==> config.mk <==
export PLATFORM = sky130hd
export DESIGN_NAME = tsvl_axis
export DESIGN_NICKNAME = d
export VERILOG_FILES = /design/src/tsvl_pkg.sv /design/src/tsvl_axis.sv
export SDC_FILE = /design/constraint.sdc
export NUM_CORES = 1
export LEC_CHECK = 0
export BUFFER_PORTS_ARGS = -buffer_cell sky130_fd_sc_hd__buf_2
export CORE_UTILIZATION = 35
export DETAILED_ROUTE_END_ITERATION = 12
export PLACE_DENSITY = 0.56
export RECOVER_POWER = 50
export SLEW_MARGIN = 20
export SYNTH_ARGS = -nofsm -noshare
export SYNTH_HDL_FRONTEND = slang
export SYNTH_SLANG_ARGS = --single-unit
==> constraint.sdc <==
create_clock -name vclk -period 14
set_clock_uncertainty 0.2 [all_clocks]
set_input_delay 2.1 -clock vclk [all_inputs]
set_output_delay 2.1 -clock vclk [all_outputs]
set_load 0.05 [all_outputs]
==> src/tsvl_pkg.sv <==
// Shared constants, types and register indexes for the velocity slew limiter.
package tsvl_pkg;

    localparam int VEL_WIDTH = 16;
    localparam int IO_W      = 16;
    localparam int REG_W     = 15;
    localparam int NUM_REGS  = 8;
    localparam int IDX_W     = $clog2(NUM_REGS);

    // Working width: room for held +/- step and target - held without overflow.
    localparam int CALC_W = ((VEL_WIDTH > IO_W) ? VEL_WIDTH : IO_W) + 2;

    localparam logic [REG_W-1:0] DEAD_ZONE_YAW = REG_W'(0);

    localparam logic signed [CALC_W-1:0] VEL_HI =
        CALC_W'((64'sd1 <<< (VEL_WIDTH - 1)) - 64'sd1);
    localparam logic signed [CALC_W-1:0] VEL_LO = -VEL_HI - CALC_W'(1);

    localparam logic [REG_W-1:0] STEP_RESET = REG_W'(32767);
    localparam logic [REG_W-1:0] VMAX_RESET = REG_W'(32767);
    localparam logic [REG_W-1:0] DEAD_RESET = REG_W'(0);

    localparam logic [IDX_W-1:0] REG_STEP_X   = IDX_W'(0);
    localparam logic [IDX_W-1:0] REG_STEP_Y   = IDX_W'(1);
    localparam logic [IDX_W-1:0] REG_STEP_YAW = IDX_W'(2);
    localparam logic [IDX_W-1:0] REG_VMAX_X   = IDX_W'(3);
    localparam logic [IDX_W-1:0] REG_VMAX_Y   = IDX_W'(4);
    localparam logic [IDX_W-1:0] REG_VMAX_YAW = IDX_W'(5);
    localparam logic [IDX_W-1:0] REG_DEAD_X   = IDX_W'(6);
    localparam logic [IDX_W-1:0] REG_DEAD_Y   = IDX_W'(7);

    typedef logic signed [VEL_WIDTH-1:0] held_t;
    typedef logic signed [IO_W-1:0]      io_vel_t;
    typedef logic [REG_W-1:0]            reg_val_t;

    typedef struct packed {
        reg_val_t step_x;
        reg_val_t step_y;
        reg_val_t step_yaw;
        reg_val_t vmax_x;
        reg_val_t vmax_y;
        reg_val_t vmax_yaw;
        reg_val_t dead_x;
        reg_val_t dead_y;
    } cfg_t;

endpackage

==> src/tsvl_axis.sv <==
// One axis: deadband, slew step toward target, limit clamp, width saturation.
module tsvl_axis
    import tsvl_pkg::*;
(
    input  held_t    held,
    input  io_vel_t  want,
    input  reg_val_t dead,
    input  reg_val_t step,
    input  reg_val_t vmax,
    output held_t    held_next,
    output io_vel_t  vel
);

    logic signed [CALC_W-1:0] want_w;
    logic signed [CALC_W-1:0] want_mag;
    logic signed [CALC_W-1:0] dead_w;
    logic signed [CALC_W-1:0] step_w;
    logic signed [CALC_W-1:0] vmax_w;
    logic signed [CALC_W-1:0] held_w;
    logic signed [CALC_W-1:0] target;
    logic signed [CALC_W-1:0] diff;
    logic signed [CALC_W-1:0] diff_mag;
    logic signed [CALC_W-1:0] slewed;
    logic signed [CALC_W-1:0] limited;
    logic signed [CALC_W-1:0] sat;

    always_comb
    begin
        want_w   = CALC_W'(want);
        held_w   = CALC_W'(held);
        dead_w   = signed'(CALC_W'(dead));
        step_w   = signed'(CALC_W'(step));
        vmax_w   = signed'(CALC_W'(vmax));

        // most negative input gives magnitude 32768, representable here
        want_mag = want_w[CALC_W-1] ? -want_w : want_w;
        target   = (want_mag < dead_w) ? '0 : want_w;

        diff     = target - held_w;
        diff_mag = diff[CALC_W-1] ? -diff : diff;
        if (diff_mag > step_w)
            slewed = diff[CALC_W-1] ? (held_w - step_w) : (held_w + step_w);
        else
            slewed = target;

        priority if (slewed < -vmax_w)
            limited = -vmax_w;
        else if (slewed > vmax_w)
            limited = vmax_w;
        else
            limited = slewed;

        priority if (limited < VEL_LO)
            sat = VEL_LO;
        else if (limited > VEL_HI)
            sat = VEL_HI;
        else
            sat = limited;
    end

    assign held_next = sat[VEL_WIDTH-1:0];
    assign vel       = sat[IO_W-1:0];

endmodule
==> impl_metrics.json, run 1 <==
{
  "status": "finished with violations",
  "violations": "setup timing",
  "drive_above_1_share": 0.425,
  "synth_cell_type_count": 74,
  "min_period_ns": 14.37,
  "postCtsHoldBufs": 0,
  "synthTopCellsByCount": "ha_1, inv_1, a21oi_1",
  "yosys_warnings": 0,
  "syn_inst": 806,
  "synth_area_um2": 5620,
  "drc": 0,
  "diodes": 0,
  "hold_class": "primary input to output port",
  "max_freq_mhz": 69.6,
  "portBuffers": 109,
  "wl_per_cell_um": 15.8,
  "hold_ws_ns": 4.50,
  "die_h_um": 129,
  "routed_wirelength_um": 20700,
  "arrival_ns": 12.07,
  "area_growth_pct": 61.4,
  "viasPerCell": 5.32,
  "synth_top_area_frac": 0.216,
  "setup_ws_ns": -0.374,
  "grt-ovfl-total": 0,
  "grt_pass1_wl_um": 32700,
  "gp_congestion": 0.914,
  "required_ns": 11.70,
  "grt_pass1_vias": 6699,
  "slew_headroom": 0.351,
  "cp_max_fo": 7,
  "rows": 45,
  "start_util": 0.365,
  "die_area_um2": 16600,
  "postLayoutCoreUtil": 0.589,
  "dieWidth_um": 129,
  "grt_usage": 0.246,
  "antenna_found_initial": 0,
  "startpoint_type": "primary input",
  "path_buf_inv": 8,
  "core_area_um2": 15400,
  "cap_violations": 0,
  "syn_nets": 982,
  "min_period_over_period": 1.03,
  "setup_viol": 32,
  "place_ws_ns": -0.604,
  "slew_violations": 0,
  "synthMostInstantiatedCell": "ha_1",
  "ys_seq_area_frac": 0,
  "cp-end-kind": "output port",
  "rsz0062_at_grt": "true",
  "fill_cells": 1422,
  "ant_nets": 0,
  "synth_area_leaders": "ha_1, xnor2_1, a21oi_1, inv_1, nand2_1",
  "slowest_stage": "or4_4",
  "path_class": "primary input to output port",
  "syn_avg_cell_area_um2": 6.98,
  "firstDrtPassIters": 4,
  "seq_cell_count": 0,
  "drt_iter0_drc": 313,
  "n_clock_buffer": 0,
  "pin_count": 109,
  "worst_slew_pin_slew_ns": 0.966,
  "yosys.area.top_type": "ha_1",
  "vias": 6977,
  "cpPeakStageDelay_ns": 0.53,
  "grt_max_degree": 18,
  "final_hold_viol_count": 0,
  "final_nets": 1279,
  "dp_hpwl_um": 17200,
  "cpLargestDelayFamily": "simple AND/OR/NAND/NOR gates",
  "seq_area_um2": 0
}
-- cell usage in the layout, fill, tap and decap left out, drive strengths merged, types with 3 or more instances in the layout --
| cell | netlist | routed |
|---|---|---|
| ha | 97 | 97 |
| buf | 21 | 334 |
| o21bai | 3 | 3 |
| nand3 | 26 | 26 |
| a211o | 3 | 3 |
| o31a | 4 | 4 |
| o311ai | 4 | 4 |
| and3 | 6 | 6 |
| or2 | 4 | 4 |
| nand2b | 18 | 18 |
| a211oi | 9 | 9 |
| xor2 | 16 | 16 |
| nand4 | 12 | 12 |
| xnor2 | 63 | 63 |
| o41ai | 6 | 6 |
| o21a | 19 | 19 |
| a31o | 3 | 3 |
| nor3 | 32 | 32 |
| nor2b | 12 | 12 |
| a21o | 28 | 28 |
| o21ai | 52 | 52 |
| or4 | 6 | 6 |
| nand2 | 61 | 61 |
| or3 | 4 | 4 |
| mux2 | 3 | 3 |
| a41oi | 3 | 3 |
| and4 | 3 | 3 |
| and2 | 17 | 17 |
| a31oi | 9 | 9 |
| a21oi | 66 | 66 |
| nor4 | 9 | 9 |
| o31ai | 28 | 28 |
| nor2 | 42 | 42 |
| o211a | 3 | 3 |
| inv | 76 | 76 |
-- through the flow --
step,cell area (um2),setup TNS (ns),cells
3_5_place_dp,7990,-15.19,1263
5_1_grt,9080,-26.17,1312
4_1_cts,8720,-8.19,1300
2_1_floorplan,6140,-4.10,806
3_3_place_gp,7990,-14.16,1263
6_report,9080,-9.95,1312
-- cells by family after synthesis --
| group | Yosys count | share of synthesized area |
|---|---|---|
| xor+xnor | 79 | 0.126 |
| buf+inv | 116 | 0.0912 |
| simple gates | 255 | 0.237 |
| compound gates | 253 | 0.315 |
| mux | 4 | 0.00779 |
| fa+ha+maj | 99 | 0.223 |
-- final cells by class --
class,instances,area (um2),area share
multi-input combinational,690,5920,0.652
timing repair buffer,335,2590,0.285
inverter,76,305,0.0336
tap,211,264,0.0291
-- routing by layer --
metal	part of all wire	vias up	track usage
met4	0.019	0	0.0408
met2	0.49	179	0.453
met1	0.46	3261	0.320
met3	0.034	23	0.00832
met5	0	-	0
li1	-	3514	-
-- final timing paths --
| kind | depth (start not counted) | slack (ns) | endpoint | from |
|---|---|---|---|---|
| setup / recovery | 62 | -0.37 | held_next[14] | want[4] |
| hold / removal | 4 | 4.50 | vel[10] | vmax[10] |
-- timing repair --
| action | 4_1_cts | 5_1_grt |
|---|---|---|
| endpoints found under the setup margin | 32 | 32 |
| gates cloned | 1 | 1 |
| gates resized for setup | 107 | 62 |
| buffers inserted | 36 | 12 |
| pin swaps | 55 | 23 |
Power of run 1 is not shown: default switching activity piles up to over one toggle a cycle in this logic, so the estimate is an artifact.
==> run 2, diff against run 1 <==
--- a/config.mk
+++ b/config.mk
@@ -6,6 +6,7 @@
 export NUM_CORES = 1
 export LEC_CHECK = 0
 export BUFFER_PORTS_ARGS = -buffer_cell sky130_fd_sc_hd__buf_2
+export CORE_ASPECT_RATIO = 1.4
 export CORE_UTILIZATION = 35
 export DETAILED_ROUTE_END_ITERATION = 12
 export PLACE_DENSITY = 0.56
==> impl_metrics.json, run 2 (synthesis results as in run 1) <==
{
  "core_area_um2": 15700,
  "grt_pass1_vias": 6922,
  "grt_usage": 0.237,
  "postCtsHoldBufs": 0,
  "rows": 54,
  "hold_class": "primary input to output port",
  "slowest_stage": "o41ai_4",
  "path_class": "primary input to output port",
  "viasPerCell": 5.34,
  "status": "finished with violations",
  "dp_hpwl_um": 17100,
  "worst_slew_pin_slew_ns": 0.926,
  "min_period_over_period": 1.01,
  "required_ns": 11.70,
  "area_growth_pct": 58.2,
  "final_nets": 1267,
  "cpPeakStageDelay_ns": 0.46,
  "slew_headroom": 0.378,
  "arrival_ns": 11.89,
  "drc": 0,
  "min_period_ns": 14.19,
  "violations": "setup timing",
  "grt_pass1_wl_um": 32000,
  "seq_area_um2": 0,
  "rsz0062_at_grt": "true",
  "design_area_um2": 8900,
  "cp_max_fo": 5,
  "dieWidth_um": 109,
  "cap_violations": 0,
  "slew_violations": 0,
  "postLayoutCoreUtil": 0.568,
  "cp-end-kind": "output port",
  "grt_max_degree": 21,
  "instances_no_fill": 1286,
  "drt_iter0_drc": 186,
  "max_freq_mhz": 70.5,
  "finalSetupTns_ns": -2.95,
  "crit_top_cell": "o21ai_1",
  "startpoint_type": "primary input",
  "final_hold_viol_count": 0,
  "cpLargestDelayFamily": "compound AO/OA/AOI/OAI gates",
  "firstDrtPassIters": 4,
  "start_util": 0.359,
  "mostFrequentLayoutCells": "buf_4, ha_1, buf_2",
  "place_inst": 1248,
  "antenna_found_initial": 1,
  "setup_ws_ns": -0.186,
  "n_clock_buffer": 0,
  "vias": 6863,
  "die_area_um2": 16600,
  "path_buf_inv": 6,
  "postPlaceCellArea_um2": 8000,
  "setup_viol": 30,
  "die_h_um": 152,
  "pin_count": 109,
  "drive_above_1_share": 0.418,
  "portBuffers": 109,
  "ant_nets": 0,
  "final_common_cell": "buf_4",
  "grt-ovfl-total": 0,
  "routed_wirelength_um": 19500,
  "wl_per_cell_um": 15.2,
  "gp_congestion": 0.902,
  "seq_cell_count": 0
}
==> run 2: cell count changes in the layout (fill, tap and decap cells not counted), moves of 3 or more <==
cell / change
o31ai_4: -4
o31ai_2: +4
buf_6: -3
buf_4: -6
a21oi_2: +5
a21oi_1: -3
buf_8: -3
and4_1: +3
o21ai_4: -3
and4_4: -3
==> run 2: area by class of cell <==
class	count	area, um2
diodes	1	2.50
fillers	1501	6780
inverters	76	305
multi-input cells	690	5860
well taps	196	245
repair buffers	323	2480
==> run 2: per-layer routing <==
| layer | up-vias | global-route usage | wire length (um) |
|---|---|---|---|
| li1 | 3496 | - | - |
| met1 | 3160 | 0.242 | 7130 |
| met2 | 153 | 0.480 | 11000 |
| met3 | 54 | 0.0163 | 539 |
| met4 | 0 | 0.0849 | 840 |
| met5 | - | 0 | 0 |
==> run 2: timing repair <==
item | CTS | global route
gates resized for setup | 114 | 34
setup endpoints to repair | 32 | 32
setup buffers | 19 | 18
cloned | 1 | 0
pin swaps | 42 | 32
==> run 2: worst paths after layout <==
| path | cells after the start | to | slack [ns] | from |
|---|---|---|---|---|
| setup / recovery | 60 | held_next[5] | -0.19 | want[4] |
| hold / removal | 4 | vel[11] | 4.50 | vmax[11] |
==> run 2: per-stage QoR <==
step,worst slack (ns),hold WS (ns)
2_1_floorplan,-0.356,4.29
3_3_place_gp,-0.425,4.56
3_5_place_dp,-0.569,4.56
4_1_cts,-0.211,4.50
5_1_grt,-0.773,4.52
6_report,-0.186,4.50
Power of run 2 is left out for the same reason.
