`src/tsvl_pkg.sv`:
```
// Shared constants, types and register indexes for the velocity slew limiter.
package tsvl_pkg;

    localparam int VEL_WIDTH = 16;
    localparam int IO_W      = 16;
    localparam int REG_W     = 15;
    localparam int NUM_REGS  = 8;
    localparam int IDX_W     = $clog2(NUM_REGS);

    // Working width: room for held +/- step and target - held without overflow.
    localparam int CALC_W = ((VEL_WIDTH > IO_W) ? VEL_WIDTH : IO_W) + 2;

    localparam logic [REG_W-1:0] DEAD_ZONE_YAW = REG_W'(0);

    localparam logic signed [CALC_W-1:0] VEL_HI =
        CALC_W'((64'sd1 <<< (VEL_WIDTH - 1)) - 64'sd1);
    localparam logic signed [CALC_W-1:0] VEL_LO = -VEL_HI - CALC_W'(1);

    localparam logic [REG_W-1:0] STEP_RESET = REG_W'(32767);
    localparam logic [REG_W-1:0] VMAX_RESET = REG_W'(32767);
    localparam logic [REG_W-1:0] DEAD_RESET = REG_W'(0);

    localparam logic [IDX_W-1:0] REG_STEP_X   = IDX_W'(0);
    localparam logic [IDX_W-1:0] REG_STEP_Y   = IDX_W'(1);
    localparam logic [IDX_W-1:0] REG_STEP_YAW = IDX_W'(2);
    localparam logic [IDX_W-1:0] REG_VMAX_X   = IDX_W'(3);
    localparam logic [IDX_W-1:0] REG_VMAX_Y   = IDX_W'(4);
    localparam logic [IDX_W-1:0] REG_VMAX_YAW = IDX_W'(5);
    localparam logic [IDX_W-1:0] REG_DEAD_X   = IDX_W'(6);
    localparam logic [IDX_W-1:0] REG_DEAD_Y   = IDX_W'(7);

    typedef logic signed [VEL_WIDTH-1:0] held_t;
    typedef logic signed [IO_W-1:0]      io_vel_t;
    typedef logic [REG_W-1:0]            reg_val_t;

    typedef struct packed {
        reg_val_t step_x;
        reg_val_t step_y;
        reg_val_t step_yaw;
        reg_val_t vmax_x;
        reg_val_t vmax_y;
        reg_val_t vmax_yaw;
        reg_val_t dead_x;
        reg_val_t dead_y;
    } cfg_t;

endpackage

```
`src/tsvl_cfg.sv`:
```
// Configuration register file: steps, limits and deadbands.
module tsvl_cfg
    import tsvl_pkg::*;
(
    input  logic             clk,
    input  logic             rst_n,
    input  logic             wr_en,
    input  logic [IDX_W-1:0] wr_index,
    input  reg_val_t         wr_data,
    output cfg_t             cfg
);

    cfg_t cfg_reg;
    cfg_t cfg_next;

    always_comb
    begin
        cfg_next = cfg_reg;
        if (wr_en)
        begin
            unique case (wr_index)
                REG_STEP_X:   cfg_next.step_x   = wr_data;
                REG_STEP_Y:   cfg_next.step_y   = wr_data;
                REG_STEP_YAW: cfg_next.step_yaw = wr_data;
                REG_VMAX_X:   cfg_next.vmax_x   = wr_data;
                REG_VMAX_Y:   cfg_next.vmax_y   = wr_data;
                REG_VMAX_YAW: cfg_next.vmax_yaw = wr_data;
                REG_DEAD_X:   cfg_next.dead_x   = wr_data;
                REG_DEAD_Y:   cfg_next.dead_y   = wr_data;
                default:      cfg_next = cfg_reg;
            endcase
        end
    end

    always_ff @(posedge clk or negedge rst_n)
    begin
        if (!rst_n)
        begin
            cfg_reg.step_x   <= STEP_RESET;
            cfg_reg.step_y   <= STEP_RESET;
            cfg_reg.step_yaw <= STEP_RESET;
            cfg_reg.vmax_x   <= VMAX_RESET;
            cfg_reg.vmax_y   <= VMAX_RESET;
            cfg_reg.vmax_yaw <= VMAX_RESET;
            cfg_reg.dead_x   <= DEAD_RESET;
            cfg_reg.dead_y   <= DEAD_RESET;
        end
        else
        begin
            cfg_reg <= cfg_next;
        end
    end

    assign cfg = cfg_reg;

endmodule

```
`config.mk`:
```
export PLATFORM = sky130hd
export DESIGN_NAME = tsvl_cfg
export DESIGN_NICKNAME = d
export VERILOG_FILES = /design/src/tsvl_pkg.sv /design/src/tsvl_cfg.sv
export SDC_FILE = /design/constraint.sdc
export NUM_CORES = 1
export LEC_CHECK = 0
export BUFFER_PORTS_ARGS = -buffer_cell sky130_fd_sc_hd__buf_4
export CORE_ASPECT_RATIO = 0.75
export CORE_MARGIN = 5
export CORE_UTILIZATION = 40
export CTS_BUF_LIST = sky130_fd_sc_hd__clkbuf_8
export DETAILED_ROUTE_END_ITERATION = 6
export PLACE_DENSITY = 0.61
export SETUP_SLACK_MARGIN = 0.2
export SLEW_MARGIN = 20
export SYNTH_ARGS = -nofsm -noshare
export SYNTH_HDL_FRONTEND = slang
export SYNTH_SLANG_ARGS = --single-unit
```
`constraint.sdc`:
```
create_clock -name clk -period 0.9 [get_ports clk]
set_clock_uncertainty 0.15 [all_clocks]
set_input_delay 0.18 -clock clk [delete_from_list [all_inputs] [get_ports clk]]
set_output_delay 0.18 -clock clk [all_outputs]
set_load 0.02 [all_outputs]
```
==> run_results.csv, run 1 <==
group,metric,value,unit
placed_design,gp_routability_congestion,0.759,
setup_path,slowest_stage,"dfstp_2",
logic_synthesis,synth-edff-count,0,
clock_network,clockRootBuffer,"clkbuf_8",
setup_path,cp-end-kind,"primary output",
logic_synthesis,synth.most_common_cell,"mux2_2",
min_path,hold_path_class,"input port to async pin",
setup_path,worstSetupStartpointType,"register",
detailed_routing,wire_per_inst,20.7,um
global_routing,grt_max_degree,47,
power_and_ir_drop,power_density,2630,mW/mm^2
placed_design,numPortBuffers,140,
logic_synthesis,netlist_area,0.00475,mm^2
setup_path,slowest_delay,0.57,ns
logic_synthesis,synth_nets,284,
detailed_routing,drtAntennaViolNets,0,
logic_synthesis,synthMuxAreaShare,29.2,%
detailed_routing,drc,0,
logic_synthesis,synth_common_cells,"mux2_2, dfstp_2, dfrtp_1, mux2_4, buf_6",
clock_network,cts_buffer_depth,2,
logic_synthesis,synth_top_family_by_area,"multiplexers",
clock_network,cts.sinks,120,
global_routing,grt_pass1_wl,20600,um
logic_synthesis,syn_inst,263,
layout,finish.utilization,71.7,%
logic_synthesis,synth-simple-area-share,2.45,%
setup_path,required,0.57,ns
floorplan,dieArea,0.0142,mm^2
logic_synthesis,ys_warn_count,0,
logic_synthesis,yosysSeqAreaShare,65.5,%
timing,fin_crit,1.44,ns
setup_path,r2r_cells,4,
clock_network,cts_tree,"done",
timing,slew_viol_final,0,
global_routing,grt_pass1_vias,3411,
floorplan,io_pins,141,
logic_synthesis,synth-main-ff-cell,"dfstp_2",
floorplan,core,0.0116,mm^2
detailed_routing,dr.first_iter.drc_count,118,
floorplan,initial_utilization,40.9,%
setup_path,critPathKind,"register to primary output",
setup_path,critical_path_depth,1,
global_routing,grt_overflow,0,
logic_synthesis,synth_top_area_share,49.7,%
logic_synthesis,synth_cell_type_count,14,
layout,fin_nets,515,
logic_synthesis,synth-xor-area-share,0,%
timing,worst_hold_slack,-0.414,ns
logic_synthesis,ys_ff_latch,120,
setup_path,reg2reg_to,"cfg[101]$_DFFE_PN1P_",
floorplan,die_height,104,um
timing,fin_ws,-0.540,ns
timing,hold_viol,240,
layout,seq_area,0.00312,mm^2
outcome,violations,"hold timing, setup timing",
setup_path,worstPathCellList,"buf_6",
timing,setup_viol,217,
logic_synthesis,synth_compound_area_share,0,%
timing,worstMarginPinSlew,0.311,ns
placed_design,hpwlAfterDp,8380,um
layout,syn2layout_area_growth,75.1,%
timing,fin_crit_sh,160,%
clock_network,clk_latency,0.42,ns
power_and_ir_drop,vdd_drop_max,0.00155,V
detailed_routing,vias_per_cell,4.71,
layout,largest_register_ffs,120,
floorplan,rows,34,
layout,antenna_cells,0,
setup_path,r2r-start,"cfg[101]$_DFFE_PN1P_",
timing,rsz0062_at_grt,"yes",
logic_synthesis,netlist_top_cells_area,"dfstp_2, mux2_2, dfrtp_1",
layout,fillers,746,
layout,multi_input_area,0.00195,mm^2
timing,relSlewSlack,79.2,%
clock_network,clkTransAtPathRegs,0.08,ns
run,drv_cap,0,
layout,drive_gt1_share,93.9,%
logic_synthesis,avgSynthCellArea,18.1,um^2
setup_path,worst-path-max-fanout,2,
timing,fmax,0.694,GHz
clock_network,cts-htree-levels,4,
setup_path,cp.arrival,1.11,ns
clock_network,cts_buffers,17,
setup_path,crit_buf_inv,1,
global_routing,grtUsageTotal,19.2,%
logic_synthesis,synth_area_leader_cell,"dfstp_2",
placed_design,place_ws,-0.574,ns
detailed_routing,drt_first_pass_iters,4,
outcome,status,"complete, but fails checks",
logic_synthesis,synth-async-reset-ratio,100,%
logic_synthesis,synth-adder-area-share,0,%
floorplan,die_x,136,um
global_routing,antenna_found_initial,0,
detailed_routing,via_count,3152,
detailed_routing,totalWireLength,13800,um
setup_path,ff2ff_setup_slack,-0.28,ns
power_and_ir_drop,leakagePower,3.96,nW
setup_path,path_delay_family,"flip-flops",
logic make-up (layout without fill, tap and decap cells):
| logic type | count (synthesis) | count (layout) |
|---|---|---|
| buffers and inverters | 15 | 259 |
| and+or+nand+nor | 8 | 8 |
| muxes | 120 | 120 |
| DFF | 120 | 120 |
cells in the final DEF, fill, tap and decap left out:
master	n
buf_4	35
and4bb_4	2
clkinv_2	3
buf_16	1
dfrtp_1	30
buf_12	14
dfstp_2	90
buf_8	1
nor4b_4	1
clkbuf_8	19
nand4b_2	2
mux2_4	117
clkbuf_16	2
bufinv_16	5
clkinvlp_4	2
inv_1	1
buf_6	174
clkinv_4	2
nor4bb_4	1
nand4_4	1
nand4b_4	1
mux2_2	3
final cells by class:
class                      instances  area share, %
tap                              162           2.44
sequential                       120           37.4
timing repair buffer             227           31.2
clock inverter                    13           2.42
clock buffer                      19           3.14
multi-input combinational        128           23.4
repair_timing:
action | CTS | global route
endpoints found under the hold margin | 240 | 240
pin swaps | 3 | 4
gates cloned | 2 | 1
setup endpoints to repair | 240 | 240
setup buffers | 19 | 29
resized for setup | 210 | 47
stage by stage:
stage,total power [mW],instances,setup TNS [ns],instance area (um^2)
after floorplan,11.0,263,-46.89,4970
after global placement,13.7,586,-65.85,6450
after detailed placement,13.8,586,-67.23,6450
after CTS,21.3,639,-65.51,7910
after global routing,22.7,669,-73.08,8320
final,21.9,669,-66.28,8320
worst max-delay path by stage:
stage	slack (ns)	endpoint	startpoint
2_1_floorplan	-0.57	cfg[110]$_DFFE_PN1P_	wr_index[2]
3_3_place_gp	-0.55	cfg[107]$_DFFE_PN1P_	wr_index[2]
5_1_grt	-0.60	cfg[87]	cfg[87]$_DFFE_PN1P_
6_report	-0.54	cfg[101]	cfg[101]$_DFFE_PN1P_
4_1_cts	-0.57	cfg[102]	cfg[102]$_DFFE_PN1P_
3_5_place_dp	-0.57	cfg[96]$_DFFE_PN1P_	wr_index[0]
per-layer routing:
metal	vias up	share of wire, %	GRT usage, %
met5	-	0	0
met4	0	1.0	5.47
met3	11	6.7	7.35
met2	93	46	29.2
met1	1648	46	25.7
li1	1400	-	-
power by group:
part / switching [mW] / total, mW / internal [mW]
Sequential: 1.01 / 8.28 / 7.27
Combinational: 3.04 / 7.94 / 4.90
Clock: 2.20 / 5.63 / 3.43
Total: 6.25 / 21.9 / 15.6
Note: power is estimated with default switching activity, not from simulation.
==> run 2: changes to the inputs <==
--- a/config.mk
+++ b/config.mk
@@ -6,12 +6,14 @@
 export NUM_CORES = 1
 export LEC_CHECK = 0
 export BUFFER_PORTS_ARGS = -buffer_cell sky130_fd_sc_hd__buf_4
+export CELL_PAD_IN_SITES_DETAIL_PLACEMENT = 0
+export CELL_PAD_IN_SITES_GLOBAL_PLACEMENT = 2
 export CORE_ASPECT_RATIO = 0.75
-export CORE_MARGIN = 5
-export CORE_UTILIZATION = 40
+export CORE_MARGIN = 3
+export CORE_UTILIZATION = 37
 export CTS_BUF_LIST = sky130_fd_sc_hd__clkbuf_8
 export DETAILED_ROUTE_END_ITERATION = 6
-export PLACE_DENSITY = 0.61
+export PLACE_DENSITY = 0.82
 export SETUP_SLACK_MARGIN = 0.2
 export SLEW_MARGIN = 20
 export SYNTH_ARGS = -nofsm -noshare
==> run_results.csv, run 2 (synthesis gave the netlist of run 1 again) <==
group,metric,value,unit
setup_path,slowest_stage,"dfstp_2",
placed_design,hpwlAfterDp,8720,um
placed_design,postPlaceCellArea,0.00649,mm^2
clock_network,clk_latency,0.42,ns
power_and_ir_drop,power_density,2550,mW/mm^2
setup_path,critPathKind,"register to primary output",
floorplan,dieArea,0.0143,mm^2
floorplan,initial_utilization,38.2,%
detailed_routing,vias_per_cell,4.73,
run,drv_cap,0,
global_routing,grt_pass1_wl,21000,um
global_routing,antenna_found_initial,0,
clock_network,cts-htree-levels,4,
clock_network,cts_buffers,17,
setup_path,path_delay_family,"flip-flops",
floorplan,io_pins,141,
layout,finish.utilization,68.4,%
outcome,status,"complete, but fails checks",
layout,fillers,825,
clock_network,cts.sinks,120,
setup_path,crit_buf_inv,1,
floorplan,die_height,104,um
detailed_routing,wire_per_inst,20.9,um
layout,syn2layout_area_growth,78.9,%
detailed_routing,dr.first_iter.drc_count,136,
timing,rsz0062_at_grt,"yes",
setup_path,reg2reg_to,"cfg[118]$_DFFE_PN1P_",
layout,antenna_cells,0,
timing,worstMarginPinSlew,0.325,ns
layout,final_common_cell,"buf_6",
power_and_ir_drop,leakagePower,4.03,nW
clock_network,clkTransAtPathRegs,0.08,ns
timing,fin_crit,1.46,ns
setup_path,slowest_delay,0.58,ns
setup_path,r2r_cells,4,
timing,worst_hold_slack,-0.514,ns
layout,final_cell_area,0.00851,mm^2
placed_design,numPortBuffers,140,
timing,fin_ws,-0.556,ns
timing,setup_viol,240,
setup_path,worstPathCellList,"buf_6",
setup_path,r2r-start,"cfg[118]$_DFFE_PN1P_",
global_routing,grt_max_degree,24,
floorplan,die_x,137,um
timing,fin_tns_setup,-69.29,ns
detailed_routing,via_count,3242,
layout,final_cell_mix,"buf_6, mux2_4, dfstp_2, buf_4, dfrtp_1",
timing,fmax,0.687,GHz
clock_network,clockRootBuffer,"clkbuf_8",
placed_design,place_ws,-0.578,ns
floorplan,core,0.0124,mm^2
detailed_routing,drtAntennaViolNets,0,
setup_path,cp-end-kind,"primary output",
detailed_routing,drc,0,
global_routing,grtUsageTotal,19.7,%
timing,relSlewSlack,78.2,%
placed_design,gp_routability_congestion,0.741,
timing,slew_viol_final,0,
setup_path,worstSetupStartpointType,"register",
clock_network,cts_tree,"done",
outcome,violations,"hold timing, setup timing",
setup_path,ff2ff_setup_slack,-0.27,ns
layout,fin_nets,528,
global_routing,grt_pass1_vias,3459,
floorplan,rows,35,
power_and_ir_drop,power,21.7,mW
layout,drive_gt1_share,94.2,%
power_and_ir_drop,vdd_drop_max,0.00120,V
detailed_routing,totalWireLength,14400,um
clock_network,cts_buffer_depth,2,
setup_path,worst-path-max-fanout,2,
setup_path,required,0.57,ns
min_path,hold_path_class,"input port to async pin",
timing,fin_crit_sh,162,%
setup_path,cp.arrival,1.13,ns
global_routing,grt_overflow,0,
layout,largest_register_ffs,120,
timing,hold_viol,240,
detailed_routing,drt_first_pass_iters,4,
==> run 2: changes by cell type in the layout (fill, tap and decap cells not counted), sizes merged <==
cell and delta:
clkinv +2, inv -1, bufinv -1, buf +12, clkbuf -1, clkinvlp +2
==> run 2: report_power, final <==
group	internal, mW	switching (mW)
Sequential	7.28	1.08
Combinational	5.00	3.06
Clock	3.02	2.27
==> run 2: how the worst max path moves through the flow <==
stage	to	from	cells past startpoint	slack (ns)
6_report	cfg[102]	cfg[102]$_DFFE_PN1P_	1	-0.56
5_1_grt	cfg[101]	cfg[101]$_DFFE_PN1P_	1	-0.61
4_1_cts	cfg[101]	cfg[101]$_DFFE_PN1P_	1	-0.59
3_5_place_dp	cfg[108]$_DFFE_PN1P_	wr_index[1]	4	-0.58
3_3_place_gp	cfg[1]$_DFFE_PN0P_	wr_index[2]	5	-0.54
2_1_floorplan	cfg[110]$_DFFE_PN1P_	wr_index[2]	4	-0.57
==> run 2: metrics by stage <==
| stage | std cells | hold slack, ns |
|---|---|---|
| 6_report | 686 | -0.514 |
| 5_1_grt | 686 | -0.554 |
| 4_1_cts | 653 | -0.542 |
| 3_5_place_dp | 592 | -0.0681 |
| 3_3_place_gp | 592 | -0.0703 |
| 2_1_floorplan | 263 | -0.266 |
==> run 2: repair_timing <==
| action | CTS | global route |
|---|---|---|
| gates resized for setup | 217 | 43 |
| pin swaps | 4 | 4 |
| setup endpoints to repair | 240 | 240 |
| setup buffers | 26 | 30 |
| hold endpoints to repair | 240 | 240 |
| cloned | 3 | 3 |
==> run 2: final cells by class <==
| type | count | area (um^2) | area share, % |
|---|---|---|---|
| Clock inverter | 15 | 204 | 2.40 |
| Multi-Input combinational cell | 128 | 1930 | 22.7 |
| Sequential cell | 120 | 3120 | 36.6 |
| Clock buffer | 17 | 234 | 2.75 |
| Timing Repair Buffer | 240 | 2810 | 33.1 |
| Tap cell | 166 | 208 | 2.44 |
==> run 2: metal layers <==
metal | routed length, um | up-vias | track usage [%]
met5 | 0 | - | 0
met4 | 104 | 0 | 4.84
met3 | 881 | 10 | 6.67
li1 | - | 1432 | -
met2 | 6800 | 102 | 29.3
met1 | 6580 | 1698 | 27.8
